### src/hdl/dmec_pkg.sv
// ----------------------------------------------------------------------------
// Device mode event controller package
// Shared types, codes and defaults of the mode and event controller.
// ----------------------------------------------------------------------------
package dmec_pkg;

	localparam int QUEUE_DEPTH_DEF  = 4;
	localparam int ACTION_COUNT_DEF = 3;

	localparam logic [1:0] REQ_POST    = 2'd0;
	localparam logic [1:0] REQ_MODE    = 2'd1;
	localparam logic [1:0] REQ_ACTION  = 2'd2;
	localparam logic [1:0] REQ_PROCESS = 2'd3;

	localparam logic [2:0] EV_PRESS      = 3'd0;
	localparam logic [2:0] EV_RELEASE    = 3'd1;
	localparam logic [2:0] EV_HOLD       = 3'd2;
	localparam logic [2:0] EV_VBUS_HIGH  = 3'd3;
	localparam logic [2:0] EV_VBUS_LOW   = 3'd4;
	localparam logic [2:0] EV_FORCE      = 3'd5;
	localparam logic [2:0] EV_REQ_MODE   = 3'd6;
	localparam logic [2:0] EV_REQ_ACTION = 3'd7;

	localparam logic [2:0] MODE_SLEEP   = 3'd0;
	localparam logic [2:0] MODE_ACTIVE  = 3'd1;
	localparam logic [2:0] MODE_CONFIG  = 3'd2;
	localparam logic [2:0] MODE_USB     = 3'd3;
	localparam logic [2:0] MODE_PAIRING = 3'd4;
	localparam logic [2:0] MODE_START   = 3'd5;
	localparam logic [2:0] MODE_NONE    = 3'd6;

	localparam logic [1:0] RES_OK          = 2'd0;
	localparam logic [1:0] RES_INVALID     = 2'd1;
	localparam logic [1:0] RES_BUSY        = 2'd2;
	localparam logic [1:0] RES_NOT_ALLOWED = 2'd3;

	localparam logic [1:0] TMR_NONE  = 2'd0;
	localparam logic [1:0] TMR_START = 2'd1;
	localparam logic [1:0] TMR_STOP  = 2'd2;

	localparam logic [1:0] ACT_NONE    = 2'd0;
	localparam logic [1:0] ACT_INSTALL = 2'd1;

	localparam logic [0:0] REG_BLE_ENABLED  = 1'b0;
	localparam logic [0:0] REG_HOLD_START   = 1'b1;

	typedef enum logic [5:0] {
		M_SLEEP   = 6'b000001,
		M_ACTIVE  = 6'b000010,
		M_CONFIG  = 6'b000100,
		M_USB     = 6'b001000,
		M_PAIRING = 6'b010000,
		M_START   = 6'b100000
	} mode_state_t;

	typedef enum logic [3:0] {
		PH_IDLE     = 4'b0001,
		PH_FIRST    = 4'b0010,
		PH_RELEASED = 4'b0100,
		PH_SECOND   = 4'b1000
	} phase_t;

	typedef struct packed {
		logic [1:0] req_type;
		logic [2:0] event_code;
		logic [2:0] target_mode;
		logic [1:0] action_code;
	} item_t;

	typedef struct packed {
		logic [1:0] request_result;
		logic [2:0] current_mode;
		logic [2:0] previous_mode;
		logic       mode_changed;
		logic [1:0] timer_command;
		logic       reset_request;
		logic       loader_install;
		logic       event_processed;
		logic       queue_overflowed;
		logic       queue_empty;
	} result_t;

	typedef struct packed {
		logic ble_enabled;
		logic hold_enters_start;
	} cfg_t;

	typedef struct packed {
		logic       push;
		logic       pop;
		logic [2:0] data;
	} q_cmd_t;

	typedef struct packed {
		logic [2:0] head;
		logic       empty;
		logic       single;
		logic       full;
	} q_stat_t;

	function automatic logic [2:0] mode_code(input mode_state_t m);
		logic [2:0] c;
		case (m)
			M_SLEEP:   c = MODE_SLEEP;
			M_ACTIVE:  c = MODE_ACTIVE;
			M_CONFIG:  c = MODE_CONFIG;
			M_USB:     c = MODE_USB;
			M_PAIRING: c = MODE_PAIRING;
			M_START:   c = MODE_START;
			default:   c = MODE_SLEEP;
		endcase
		return c;
	endfunction

	function automatic mode_state_t mode_from_code(input logic [2:0] c);
		mode_state_t m;
		case (c)
			MODE_ACTIVE:  m = M_ACTIVE;
			MODE_CONFIG:  m = M_CONFIG;
			MODE_USB:     m = M_USB;
			MODE_PAIRING: m = M_PAIRING;
			MODE_START:   m = M_START;
			default:      m = M_SLEEP;
		endcase
		return m;
	endfunction

endpackage

### src/hdl/device_mode_event_controller.sv
// ----------------------------------------------------------------------------
// Device mode event controller
// Six-mode controller with a small event queue, request checks and the
// button decoder used in sleep.
// ----------------------------------------------------------------------------
// Each item on the item channel is a posted event, a mode request, a
// terminal-action request or an instruction to process one queued event.
// Every item produces exactly one transfer on the result channel.
// An accepted item is captured in the input register, is evaluated
// against the controller state and the queue head, and its result is held
// in the output register.
// One item is accepted per cycle while the receiver does not stall, set by
// the single decision stage that updates the mode, pending requests and queue pointers together.
// The two configuration bits are written through the APB-style port and
// read back; the user must write them only while the block is idle, which the block does not enforce.
// Reset returns the mode to sleep, clears pending requests and empties the
// queue; the configuration bits return to zero.
// When the receiver stalls, the result is held and the input register stays
// full, so item_stall rises in the same cycle and no transfer is lost.
// ----------------------------------------------------------------------------
module device_mode_event_controller #(
	parameter int QUEUE_DEPTH  = dmec_pkg::QUEUE_DEPTH_DEF,
	parameter int ACTION_COUNT = dmec_pkg::ACTION_COUNT_DEF
) (
	input  logic              clk,
	input  logic              arst_n,
	input  logic              item_valid,
	output logic              item_stall,
	input  dmec_pkg::item_t   item,
	output logic              result_valid,
	input  logic              result_stall,
	output dmec_pkg::result_t result,
	input  logic              psel,
	input  logic              penable,
	input  logic              pwrite,
	input  logic [2:0]        paddr,
	input  logic [31:0]       pwdata,
	output logic [31:0]       prdata,
	output logic              pready
);

	dmec_pkg::item_t   item_s1;
	logic              valid_s1;
	dmec_pkg::result_t result_q;
	logic              result_valid_q;
	dmec_pkg::cfg_t    cfg_q;
	dmec_pkg::q_cmd_t  qcmd;
	dmec_pkg::q_stat_t qstat;
	dmec_pkg::result_t core_result;
	logic              advance;
	logic              fire;
	logic              cfg_write;

	assign advance    = !result_valid_q || !result_stall;
	assign fire       = valid_s1 && advance;
	assign item_stall = valid_s1 && !advance;

	assign result_valid = result_valid_q;
	assign result       = result_q;

	assign pready    = 1'b1;
	assign cfg_write = psel && penable && pwrite;
	assign prdata    = (paddr[2] == dmec_pkg::REG_HOLD_START)
		? {31'b0, cfg_q.hold_enters_start} : {31'b0, cfg_q.ble_enabled};

	always_ff @(posedge clk or negedge arst_n) begin
		if (!arst_n) begin
			cfg_q <= '0;
		end else if (cfg_write) begin
			if (paddr[2] == dmec_pkg::REG_BLE_ENABLED) begin
				cfg_q.ble_enabled <= pwdata[0];
			end else begin
				cfg_q.hold_enters_start <= pwdata[0];
			end
		end
	end

	always_ff @(posedge clk) begin
		if (item_valid && !item_stall) begin
			item_s1 <= item;
		end
		if (fire) begin
			result_q <= core_result;
		end
	end

	always_ff @(posedge clk or negedge arst_n) begin
		if (!arst_n) begin
			valid_s1       <= 1'b0;
			result_valid_q <= 1'b0;
		end else begin
			if (item_valid && !item_stall) begin
				valid_s1 <= 1'b1;
			end else if (advance) begin
				valid_s1 <= 1'b0;
			end
			if (fire) begin
				result_valid_q <= 1'b1;
			end else if (!result_stall) begin
				result_valid_q <= 1'b0;
			end
		end
	end

	dmec_queue #(
		.DEPTH (QUEUE_DEPTH)
	) u_queue (
		.clk    (clk),
		.arst_n (arst_n),
		.cmd    (qcmd),
		.stat   (qstat)
	);

	dmec_core #(
		.ACTION_COUNT (ACTION_COUNT)
	) u_core (
		.clk    (clk),
		.arst_n (arst_n),
		.fire   (fire),
		.item   (item_s1),
		.cfg    (cfg_q),
		.qstat  (qstat),
		.qcmd   (qcmd),
		.result (core_result)
	);

endmodule

### src/hdl/dmec_queue.sv
// ----------------------------------------------------------------------------
// Event queue
// Circular event store that drops its oldest entry when pushed while full.
// ----------------------------------------------------------------------------
module dmec_queue #(
	parameter int DEPTH = dmec_pkg::QUEUE_DEPTH_DEF
) (
	input  logic             clk,
	input  logic             arst_n,
	input  dmec_pkg::q_cmd_t cmd,
	output dmec_pkg::q_stat_t stat
);

	localparam int IW = $clog2(DEPTH);
	localparam int CW = $clog2(DEPTH + 1);
	localparam logic [IW-1:0] LastIdx = IW'(DEPTH - 1);

	logic [2:0]    store_q [DEPTH];
	logic [IW-1:0] rd_idx_q;
	logic [IW-1:0] wr_idx_q;
	logic [CW-1:0] count_q;

	function automatic logic [IW-1:0] wrap_inc(input logic [IW-1:0] idx);
		return (idx == LastIdx) ? '0 : idx + IW'(1);
	endfunction

	assign stat.head   = store_q[rd_idx_q];
	assign stat.empty  = (count_q == '0);
	assign stat.single = (count_q == CW'(1));
	assign stat.full   = (count_q == CW'(DEPTH));

	always_ff @(posedge clk) begin
		if (cmd.push) begin
			store_q[wr_idx_q] <= cmd.data;
		end
	end

	always_ff @(posedge clk or negedge arst_n) begin
		if (!arst_n) begin
			rd_idx_q <= '0;
			wr_idx_q <= '0;
			count_q  <= '0;
		end else if (cmd.push) begin
			wr_idx_q <= wrap_inc(wr_idx_q);
			if (stat.full) begin
				rd_idx_q <= wrap_inc(rd_idx_q);
			end else begin
				count_q <= count_q + CW'(1);
			end
		end else if (cmd.pop) begin
			rd_idx_q <= wrap_inc(rd_idx_q);
			count_q  <= count_q - CW'(1);
		end
	end

endmodule

### src/hdl/dmec_core.sv
// ----------------------------------------------------------------------------
// Mode controller core
// Request checking, per-mode event handling and the controller state.
// ----------------------------------------------------------------------------
module dmec_core #(
	parameter int ACTION_COUNT = dmec_pkg::ACTION_COUNT_DEF
) (
	input  logic               clk,
	input  logic               arst_n,
	input  logic               fire,
	input  dmec_pkg::item_t    item,
	input  dmec_pkg::cfg_t     cfg,
	input  dmec_pkg::q_stat_t  qstat,
	output dmec_pkg::q_cmd_t   qcmd,
	output dmec_pkg::result_t  result
);

	localparam logic [2:0] ActLimit = 3'(ACTION_COUNT);

	dmec_pkg::mode_state_t mode_q, mode_n, nxt;
	dmec_pkg::phase_t      phase_q, phase_n;
	logic [2:0] pend_mode_q, pend_mode_n;
	logic [1:0] pend_act_q, pend_act_n;
	logic [1:0] res;
	logic [1:0] tmr;
	logic       rst_req;
	logic       ldr;
	logic       processed;
	logic       push;
	logic       pop;
	logic [2:0] pdata;
	logic [2:0] ev;
	logic       busy;

	always_comb begin
		mode_n      = mode_q;
		phase_n     = phase_q;
		pend_mode_n = pend_mode_q;
		pend_act_n  = pend_act_q;
		nxt         = mode_q;
		res         = dmec_pkg::RES_OK;
		tmr         = dmec_pkg::TMR_NONE;
		rst_req     = 1'b0;
		ldr         = 1'b0;
		processed   = 1'b0;
		push        = 1'b0;
		pop         = 1'b0;
		pdata       = item.event_code;
		ev          = qstat.head;
		busy        = (pend_mode_q != dmec_pkg::MODE_NONE) || (pend_act_q != dmec_pkg::ACT_NONE);

		case (item.req_type)
			dmec_pkg::REQ_POST: begin
				push = (item.event_code <= dmec_pkg::EV_FORCE);
			end
			dmec_pkg::REQ_MODE: begin
				if (item.target_mode >= dmec_pkg::MODE_NONE) begin
					res = dmec_pkg::RES_INVALID;
				end else if (busy) begin
					res = dmec_pkg::RES_BUSY;
				end else if (mode_q == dmec_pkg::M_USB
						|| item.target_mode == dmec_pkg::MODE_USB) begin
					res = dmec_pkg::RES_NOT_ALLOWED;
				end else if (mode_q != dmec_pkg::M_SLEEP
						&& item.target_mode != dmec_pkg::MODE_SLEEP) begin
					res = dmec_pkg::RES_NOT_ALLOWED;
				end
				if (res == dmec_pkg::RES_OK) begin
					pend_mode_n = item.target_mode;
					phase_n     = dmec_pkg::PH_IDLE;
					push        = 1'b1;
					pdata       = dmec_pkg::EV_REQ_MODE;
				end
			end
			dmec_pkg::REQ_ACTION: begin
				if (item.action_code == dmec_pkg::ACT_NONE
						|| {1'b0, item.action_code} >= ActLimit) begin
					res = dmec_pkg::RES_INVALID;
				end else if (busy) begin
					res = dmec_pkg::RES_BUSY;
				end else if (mode_q == dmec_pkg::M_USB) begin
					res = dmec_pkg::RES_NOT_ALLOWED;
				end
				if (res == dmec_pkg::RES_OK) begin
					pend_act_n = item.action_code;
					phase_n    = dmec_pkg::PH_IDLE;
					push       = 1'b1;
					pdata      = dmec_pkg::EV_REQ_ACTION;
				end
			end
			default: begin
				if (!qstat.empty) begin
					pop       = 1'b1;
					processed = 1'b1;
					case (mode_q)
						dmec_pkg::M_SLEEP: begin
							case (ev)
								dmec_pkg::EV_PRESS: begin
									if (phase_q == dmec_pkg::PH_IDLE) begin
										phase_n = dmec_pkg::PH_FIRST;
									end else if (phase_q == dmec_pkg::PH_RELEASED) begin
										phase_n = dmec_pkg::PH_SECOND;
									end
									tmr = dmec_pkg::TMR_START;
								end
								dmec_pkg::EV_RELEASE: begin
									phase_n = dmec_pkg::PH_IDLE;
									if (phase_q == dmec_pkg::PH_FIRST) begin
										phase_n = dmec_pkg::PH_RELEASED;
									end else if (phase_q == dmec_pkg::PH_SECOND
											&& cfg.ble_enabled) begin
										nxt = dmec_pkg::M_PAIRING;
									end
								end
								dmec_pkg::EV_HOLD: begin
									phase_n = dmec_pkg::PH_IDLE;
									if (phase_q == dmec_pkg::PH_FIRST) begin
										nxt = cfg.hold_enters_start ? dmec_pkg::M_START
											: dmec_pkg::M_ACTIVE;
									end else if (phase_q == dmec_pkg::PH_SECOND) begin
										nxt = dmec_pkg::M_CONFIG;
									end
								end
								dmec_pkg::EV_VBUS_HIGH: begin
									nxt = dmec_pkg::M_USB;
								end
								dmec_pkg::EV_REQ_MODE: begin
									pend_mode_n = dmec_pkg::MODE_NONE;
									tmr         = dmec_pkg::TMR_STOP;
									phase_n     = dmec_pkg::PH_IDLE;
									if (pend_mode_q == dmec_pkg::MODE_ACTIVE
											|| pend_mode_q == dmec_pkg::MODE_CONFIG
											|| pend_mode_q == dmec_pkg::MODE_PAIRING
											|| pend_mode_q == dmec_pkg::MODE_START) begin
										nxt = dmec_pkg::mode_from_code(pend_mode_q);
									end
								end
								default: begin
									nxt = dmec_pkg::M_SLEEP;
								end
							endcase
						end
						dmec_pkg::M_ACTIVE, dmec_pkg::M_START: begin
							case (ev)
								dmec_pkg::EV_PRESS: begin
									tmr = dmec_pkg::TMR_START;
								end
								dmec_pkg::EV_RELEASE: begin
									tmr = dmec_pkg::TMR_STOP;
								end
								dmec_pkg::EV_HOLD: begin
									nxt = dmec_pkg::M_SLEEP;
								end
								dmec_pkg::EV_REQ_MODE: begin
									if (pend_mode_q == dmec_pkg::MODE_SLEEP) begin
										tmr = dmec_pkg::TMR_STOP;
										nxt = dmec_pkg::M_SLEEP;
									end
									pend_mode_n = dmec_pkg::MODE_NONE;
								end
								dmec_pkg::EV_REQ_ACTION: begin
									tmr = dmec_pkg::TMR_STOP;
									nxt = dmec_pkg::M_SLEEP;
								end
								default: begin
									nxt = mode_q;
								end
							endcase
						end
						dmec_pkg::M_USB: begin
							case (ev)
								dmec_pkg::EV_VBUS_LOW: begin
									nxt = dmec_pkg::M_SLEEP;
								end
								dmec_pkg::EV_REQ_MODE: begin
									pend_mode_n = dmec_pkg::MODE_NONE;
								end
								dmec_pkg::EV_REQ_ACTION: begin
									pend_act_n = dmec_pkg::ACT_NONE;
								end
								default: begin
									nxt = dmec_pkg::M_USB;
								end
							endcase
						end
						default: begin
							case (ev)
								dmec_pkg::EV_PRESS, dmec_pkg::EV_FORCE,
								dmec_pkg::EV_REQ_ACTION: begin
									nxt = dmec_pkg::M_SLEEP;
								end
								dmec_pkg::EV_REQ_MODE: begin
									if (pend_mode_q == dmec_pkg::MODE_SLEEP) begin
										nxt = dmec_pkg::M_SLEEP;
									end
									pend_mode_n = dmec_pkg::MODE_NONE;
								end
								default: begin
									nxt = mode_q;
								end
							endcase
						end
					endcase
					mode_n = nxt;
					if (pend_act_n != dmec_pkg::ACT_NONE && mode_n == dmec_pkg::M_SLEEP) begin
						rst_req    = 1'b1;
						ldr        = (pend_act_n == dmec_pkg::ACT_INSTALL);
						pend_act_n = dmec_pkg::ACT_NONE;
					end
				end
			end
		endcase
	end

	assign qcmd.push = fire && push;
	assign qcmd.pop  = fire && pop;
	assign qcmd.data = pdata;

	assign result.request_result   = res;
	assign result.current_mode     = dmec_pkg::mode_code(mode_n);
	assign result.previous_mode    = dmec_pkg::mode_code(mode_q);
	assign result.mode_changed     = (mode_n != mode_q);
	assign result.timer_command    = tmr;
	assign result.reset_request    = rst_req;
	assign result.loader_install   = ldr;
	assign result.event_processed  = processed;
	assign result.queue_overflowed = push && qstat.full;
	assign result.queue_empty      = push ? 1'b0 : (pop ? qstat.single : qstat.empty);

	always_ff @(posedge clk or negedge arst_n) begin
		if (!arst_n) begin
			mode_q      <= dmec_pkg::M_SLEEP;
			phase_q     <= dmec_pkg::PH_IDLE;
			pend_mode_q <= dmec_pkg::MODE_NONE;
			pend_act_q  <= dmec_pkg::ACT_NONE;
		end else if (fire) begin
			mode_q      <= mode_n;
			phase_q     <= phase_n;
			pend_mode_q <= pend_mode_n;
			pend_act_q  <= pend_act_n;
		end
	end

endmodule

### config.mk
export PLATFORM = sky130hd
export DESIGN_NAME = device_mode_event_controller
export DESIGN_NICKNAME = d
export VERILOG_FILES = /design/src/hdl/dmec_pkg.sv /design/src/hdl/device_mode_event_controller.sv /design/src/hdl/dmec_queue.sv /design/src/hdl/dmec_core.sv
export SDC_FILE = /design/constraint.sdc
export NUM_CORES = 1
export LEC_CHECK = 0
export ABC_AREA = 1
export BUFFER_PORTS_ARGS = -buffer_cell sky130_fd_sc_hd__buf_4
export CORE_MARGIN = 1.5
export CORE_UTILIZATION = 50
export DETAILED_ROUTE_END_ITERATION = 6
export PLACE_DENSITY = 0.78
export SYNTH_ARGS = -nofsm -noshare
export SYNTH_HDL_FRONTEND = slang
export SYNTH_SLANG_ARGS = --single-unit
### constraint.sdc
create_clock -name clk -period 2.58 [get_ports clk]
set_clock_uncertainty 0.15 [all_clocks]
set_input_delay 0.258 -clock clk [delete_from_list [all_inputs] [get_ports clk]]
set_output_delay 0.258 -clock clk [all_outputs]
set_load 0.03 [all_outputs]
==> run summary <==
The flow ran to the end, and the final reports show no timing, DRC or antenna violations. For this configuration, the core starts out at a cell density of 51.3%. The tools report the die area as 9480 um2. The number of placed instances, taps included, is 690. The number of antenna-violating nets in the routed design is 0.

In this run switching power makes up 46.5% of total power. Of all nets on the critical path, the largest fanout is 11. The synthesized-area fraction occupied by and/or/nand/nor cells was 31.6%; the worst supply voltage drop on vdd was 0.000385 V. Across the run, the number of max-cap violations was 0.

The repair_antennas step left the layout with diodes totalling 0. The initialized floorplan defines 34 standard-cell rows. CTS built an H-tree with a depth of 3. STA classifies the critical path endpoint as a flip-flop. The average wire per standard cell was 13.9 um; the minimum clock period was 2.46 ns.

The clock power share came out at 16.0%. Dividing the final minimum period by the clock period gives 95.4%. Using the TritonRoute via totals, the vias-per-cell ratio works out to 5.33. The die extent in x was 97.4 um; the relative contribution of sequential cells to total power was 31.6%.

Of the synthesized area, sequential elements account for 40.3%. TritonCTS built the clock tree. The fraction of final layout cells with drive strength greater than 1 is 24.8%, and the largest net degree at the start of global routing is 27. The number of global-route vias before repair was 3512. The run gives 0 as the max-slew violation total from the final report.

The largest family of logic cells by synthesized area is simple AND/OR/NAND/NOR gates. The tools report the share of the core filled with cells as 59.6%. The detailed-placement wirelength estimate was 7360 um; the share of the synthesized netlist area taken by xor and xnor gates was 0.983%.

Count of synthesis-stage warnings from yosys: 0. The leading cell type by number of instances after synthesis is sky130_fd_sc_hd__nand2_1. Port buffering added 37 buffers. Fraction of power consumed by combinational cells: 52.4%. Prior to clock tree synthesis, the placed netlist has a worst setup slack of 0.146 ns. The run gives 0 as the number of antenna violations at the first check in global routing. Counting the fill cells in the layout gives 771.

After synthesis, the netlist uses 47 different library cells. Total power of the final layout: 4.89 mW. In the synthesized netlist, the cells that appear most often are sky130_fd_sc_hd__nand2_1, sky130_fd_sc_hd__inv_1, sky130_fd_sc_hd__nand3_1, sky130_fd_sc_hd__nor2_1, sky130_fd_sc_hd__edfxtp_1. For the boundary pin count, the log shows 103.

In the synthesized netlist the dominant register cell turns out to be sky130_fd_sc_hd__edfxtp_1. Summed over all instances, the cell type with the most area after synthesis is sky130_fd_sc_hd__edfxtp_1. In this run the register-to-register setup slack is 0.12 ns. The internal power of the cells totals 2.62 mW. Of the total synthesized cell area, the portion taken by full adders, half adders and majority gates is 3.93%. The portion of netlist area occupied by mux cells works out to 0%.

At the pin with the least slew margin, the transition time is 0.577 ns. Number of standard cells in the layout, taps in and fillers out: 724. Flip-flop and latch count after synthesis: 64. After layout, the worst setup slack is 0.120 ns. The smallest hold slack is 0.0331 ns, and the share of the synthesized area in the top cell type is 25.6%. The number of enable flip-flop cells after synthesis was 38.

In this run the power spent charging and discharging nets is 2.28 mW. Clock latency on the worst-skew pair, taken at its later pin, is 0.36 ns. The run gives 2 as the maximum clock path buffer count. In this run the cell area of the synthesized design comes to 4450 um2. In this run the most critical hold path is launched from pwdata[0].

The startpoint kind of the worst setup timing path was a flip-flop. In this run, the number of DRC markers left after iteration 0 of detailed routing was 322. Global routing used 21.6% of the available tracks across all layers. For the number of nets in the final layout, the log shows 677. After technology mapping, the gate count stands at 542.

The tools report the count of final hold-check violations as 0. Counting stages on the worst path, the most repeated cell is sky130_fd_sc_hd__nand2_1. The placeable core region is 8680 um2. The iteration count of the initial detailed-routing pass was 7; the ratio of total power to cell area was 946 nW/um2.

The synthesized netlist devotes 10.0% of its cell area to compound gates. The endpoint arrival time on the critical path is 2.41 ns. Setup violations remaining at the end of the flow were counted as 0. The signal on the critical path passes through buf_6, inv_8, nand2_2, nand2_1, nand2_1, nand2_2, nand2_4, nor2_8, nand3_1, o211ai_1, nand2_1, inv_1, nand2_1, nand2_1, nand2_2, nand3_1, inv_1, nor2_1, nand3_1. The tightest min-delay check is of the primary input to flip-flop type.

The critical path starts at u_queue.rd_idx_q[0]. The mean post-synth cell area works out to 8.22 um2. Clock tree synthesis found a total of 64 sinks. Across all layers, the routed design uses 3860 vias. The leakage power of the design came out at 2.46 nW. The cell sitting at the root of the clock tree is a sky130_fd_sc_hd__clkbuf_8.

The async set-reset flop share out of synthesis is 40.6%. The first global-routing pass estimated 16200 um of wire. The setup path with the least slack is of type flip-flop to flip-flop. At the worst endpoint, the required time is 2.53 ns. Setup repair after global routing could not meet its margin everywhere.

The signed area change from the synthesized netlist to the final layout is 16.2%. For the post-route DRC violation count, the log shows 0. The slowest stage of the critical path is the sky130_fd_sc_hd__dfrtp_1 cell. The run gives 9 as the number of buffers created by CTS. Sorting the synthesized cells by area gives the leading types as sky130_fd_sc_hd__edfxtp_1, sky130_fd_sc_hd__dfrtp_1, sky130_fd_sc_hd__nand2_1, sky130_fd_sc_hd__buf_4, sky130_fd_sc_hd__inv_1.

The biggest cell delay along the critical path was 0.37 ns; the total global routing overflow was 0. In this run the vertical extent of the chip is 97.4 um. The startpoint identified for the worst register-to-register timing path is u_queue.rd_idx_q[0]. In this run the tightest slew margin relative to its limit is 61.5%. Clock-pin slew was measured on the worst setup and hold paths at 0.07 ns. Post-detailed-routing wire length: 10100 um. At the end of routability-driven placement, the weighted congestion stood at 0.909.

For the maximum clock frequency, the log shows 0.406 GHz.
## state kept, by name (all words and copies together) (netlist names)
| register | flops |
|---|---|
| u_queue.store_q | 12 |
| result | 16 |
| item_s1 | 10 |
| u_core.mode_q | 6 |
| u_core.pend_act_q | 2 |
| u_queue.count_q | 3 |
| u_core.pend_mode_q | 3 |
| cfg_q | 2 |
| result_valid | 1 |
| valid_s1 | 1 |
| u_queue.wr_idx_q | 2 |
| u_core.phase_q | 4 |
| u_queue.rd_idx_q | 2 |
## cell type report
| class | count | area, um2 | area share, % |
|---|---|---|---|
| multi-input combinational | 399 | 2240 | 43.3 |
| sequential | 64 | 1800 | 34.7 |
| timing repair buffer | 69 | 561 | 10.8 |
| inverter | 68 | 263 | 5.08 |
| clock buffer | 13 | 159 | 3.07 |
| tap | 108 | 135 | 2.61 |
| clock inverter | 3 | 17.5 | 0.338 |
## stage by stage
stage | instance area, um2 | setup TNS [ns]
2_1_floorplan | 4570 | 0
4_1_cts | 5090 | 0
3_5_place_dp | 4770 | 0
3_3_place_gp | 4770 | 0
5_1_grt | 5170 | -0.0392
6_report | 5170 | 0
## cells by family (layout without fill, tap and decap cells)
family | count (synthesis) | after routing
compound gates | 74 | 74
xor+xnor | 5 | 5
fa+ha+maj | 14 | 14
buf+inv | 109 | 153
flops | 64 | 64
other cells | 2 | 32
simple gates | 274 | 274
## placed cells by master (no fill, tap or decap), types with 2 or more instances in the layout
cell                              n
sky130_fd_sc_hd__inv_2           10
sky130_fd_sc_hd__nor3_1          11
sky130_fd_sc_hd__nand3_1         37
sky130_fd_sc_hd__dfrtp_1         21
sky130_fd_sc_hd__clkbuf_1         2
sky130_fd_sc_hd__a21oi_2          3
sky130_fd_sc_hd__nor2_8           2
sky130_fd_sc_hd__a31oi_1          6
sky130_fd_sc_hd__nor2_2           9
sky130_fd_sc_hd__o22ai_1          2
sky130_fd_sc_hd__xor2_1           4
sky130_fd_sc_hd__clkinv_2         2
sky130_fd_sc_hd__nor2_1          34
sky130_fd_sc_hd__o21ai_0         28
sky130_fd_sc_hd__conb_1          32
sky130_fd_sc_hd__nand2_2         20
sky130_fd_sc_hd__nand4_1         10
sky130_fd_sc_hd__nand2_1        119
sky130_fd_sc_hd__o211ai_1         6
sky130_fd_sc_hd__a21oi_1         18
sky130_fd_sc_hd__dlygate4sd3_1   14
sky130_fd_sc_hd__buf_4           53
sky130_fd_sc_hd__inv_1           57
sky130_fd_sc_hd__nand3_2         11
sky130_fd_sc_hd__ha_1            14
sky130_fd_sc_hd__o21ai_2          3
sky130_fd_sc_hd__edfxtp_1        38
sky130_fd_sc_hd__nor2_4           4
sky130_fd_sc_hd__dfstp_2          4
sky130_fd_sc_hd__nand2_4          8
sky130_fd_sc_hd__o21ai_1          2
sky130_fd_sc_hd__clkbuf_8        11
sky130_fd_sc_hd__and2_1           2
sky130_fd_sc_hd__buf_6            2
## what timing repair did
| action | CTS | global route |
|---|---|---|
| endpoints found under the hold margin | 39 | 0 |
| endpoints found under the setup margin | 0 | 16 |
| setup buffers | 0 | 4 |
| hold buffers | 14 | 0 |
| gates resized for setup | 0 | 19 |
## power groups by stage
stage               registers [mW]  logic (mW)  clock network, mW
finish                        1.55        2.57              0.783
global route                  1.57        2.83              0.838
CTS                           1.54        2.42              0.800
detailed placement            1.56        2.39                  0
global placement              1.55        2.32                  0
floorplan                     1.60        1.82                  0
## final timing paths
kind,to,depth (start not counted)
max in group asynchronous,u_core.pend_mode_q[2],2
setup / recovery,result[7],19
hold / removal,cfg_q[1],3
min in group asynchronous,u_queue.wr_idx_q[1],2
hold reg to reg,result_valid,2
setup reg to reg,result[7],19
## worst max-delay path, delay by kind of cell, from the launching register on
family	cells	cell delay, ns
DFF	1	0.37
and+or+nand+nor	14	1.26
AOI/OAI and AO/OA	1	0.09
buffers and inverters	4	0.33
## metal layers
layer / routed length (um) / GRT usage, % / vias to the layer above
li1: - / - / 1863
met1: 4190 / 26.3 / 1795
met2: 4920 / 36.9 / 177
met3: 746 / 5.32 / 25
met4: 220 / 8.02 / 0
met5: 0 / 0 / -
No activity file was read; power rests on OpenSTA's default activity.
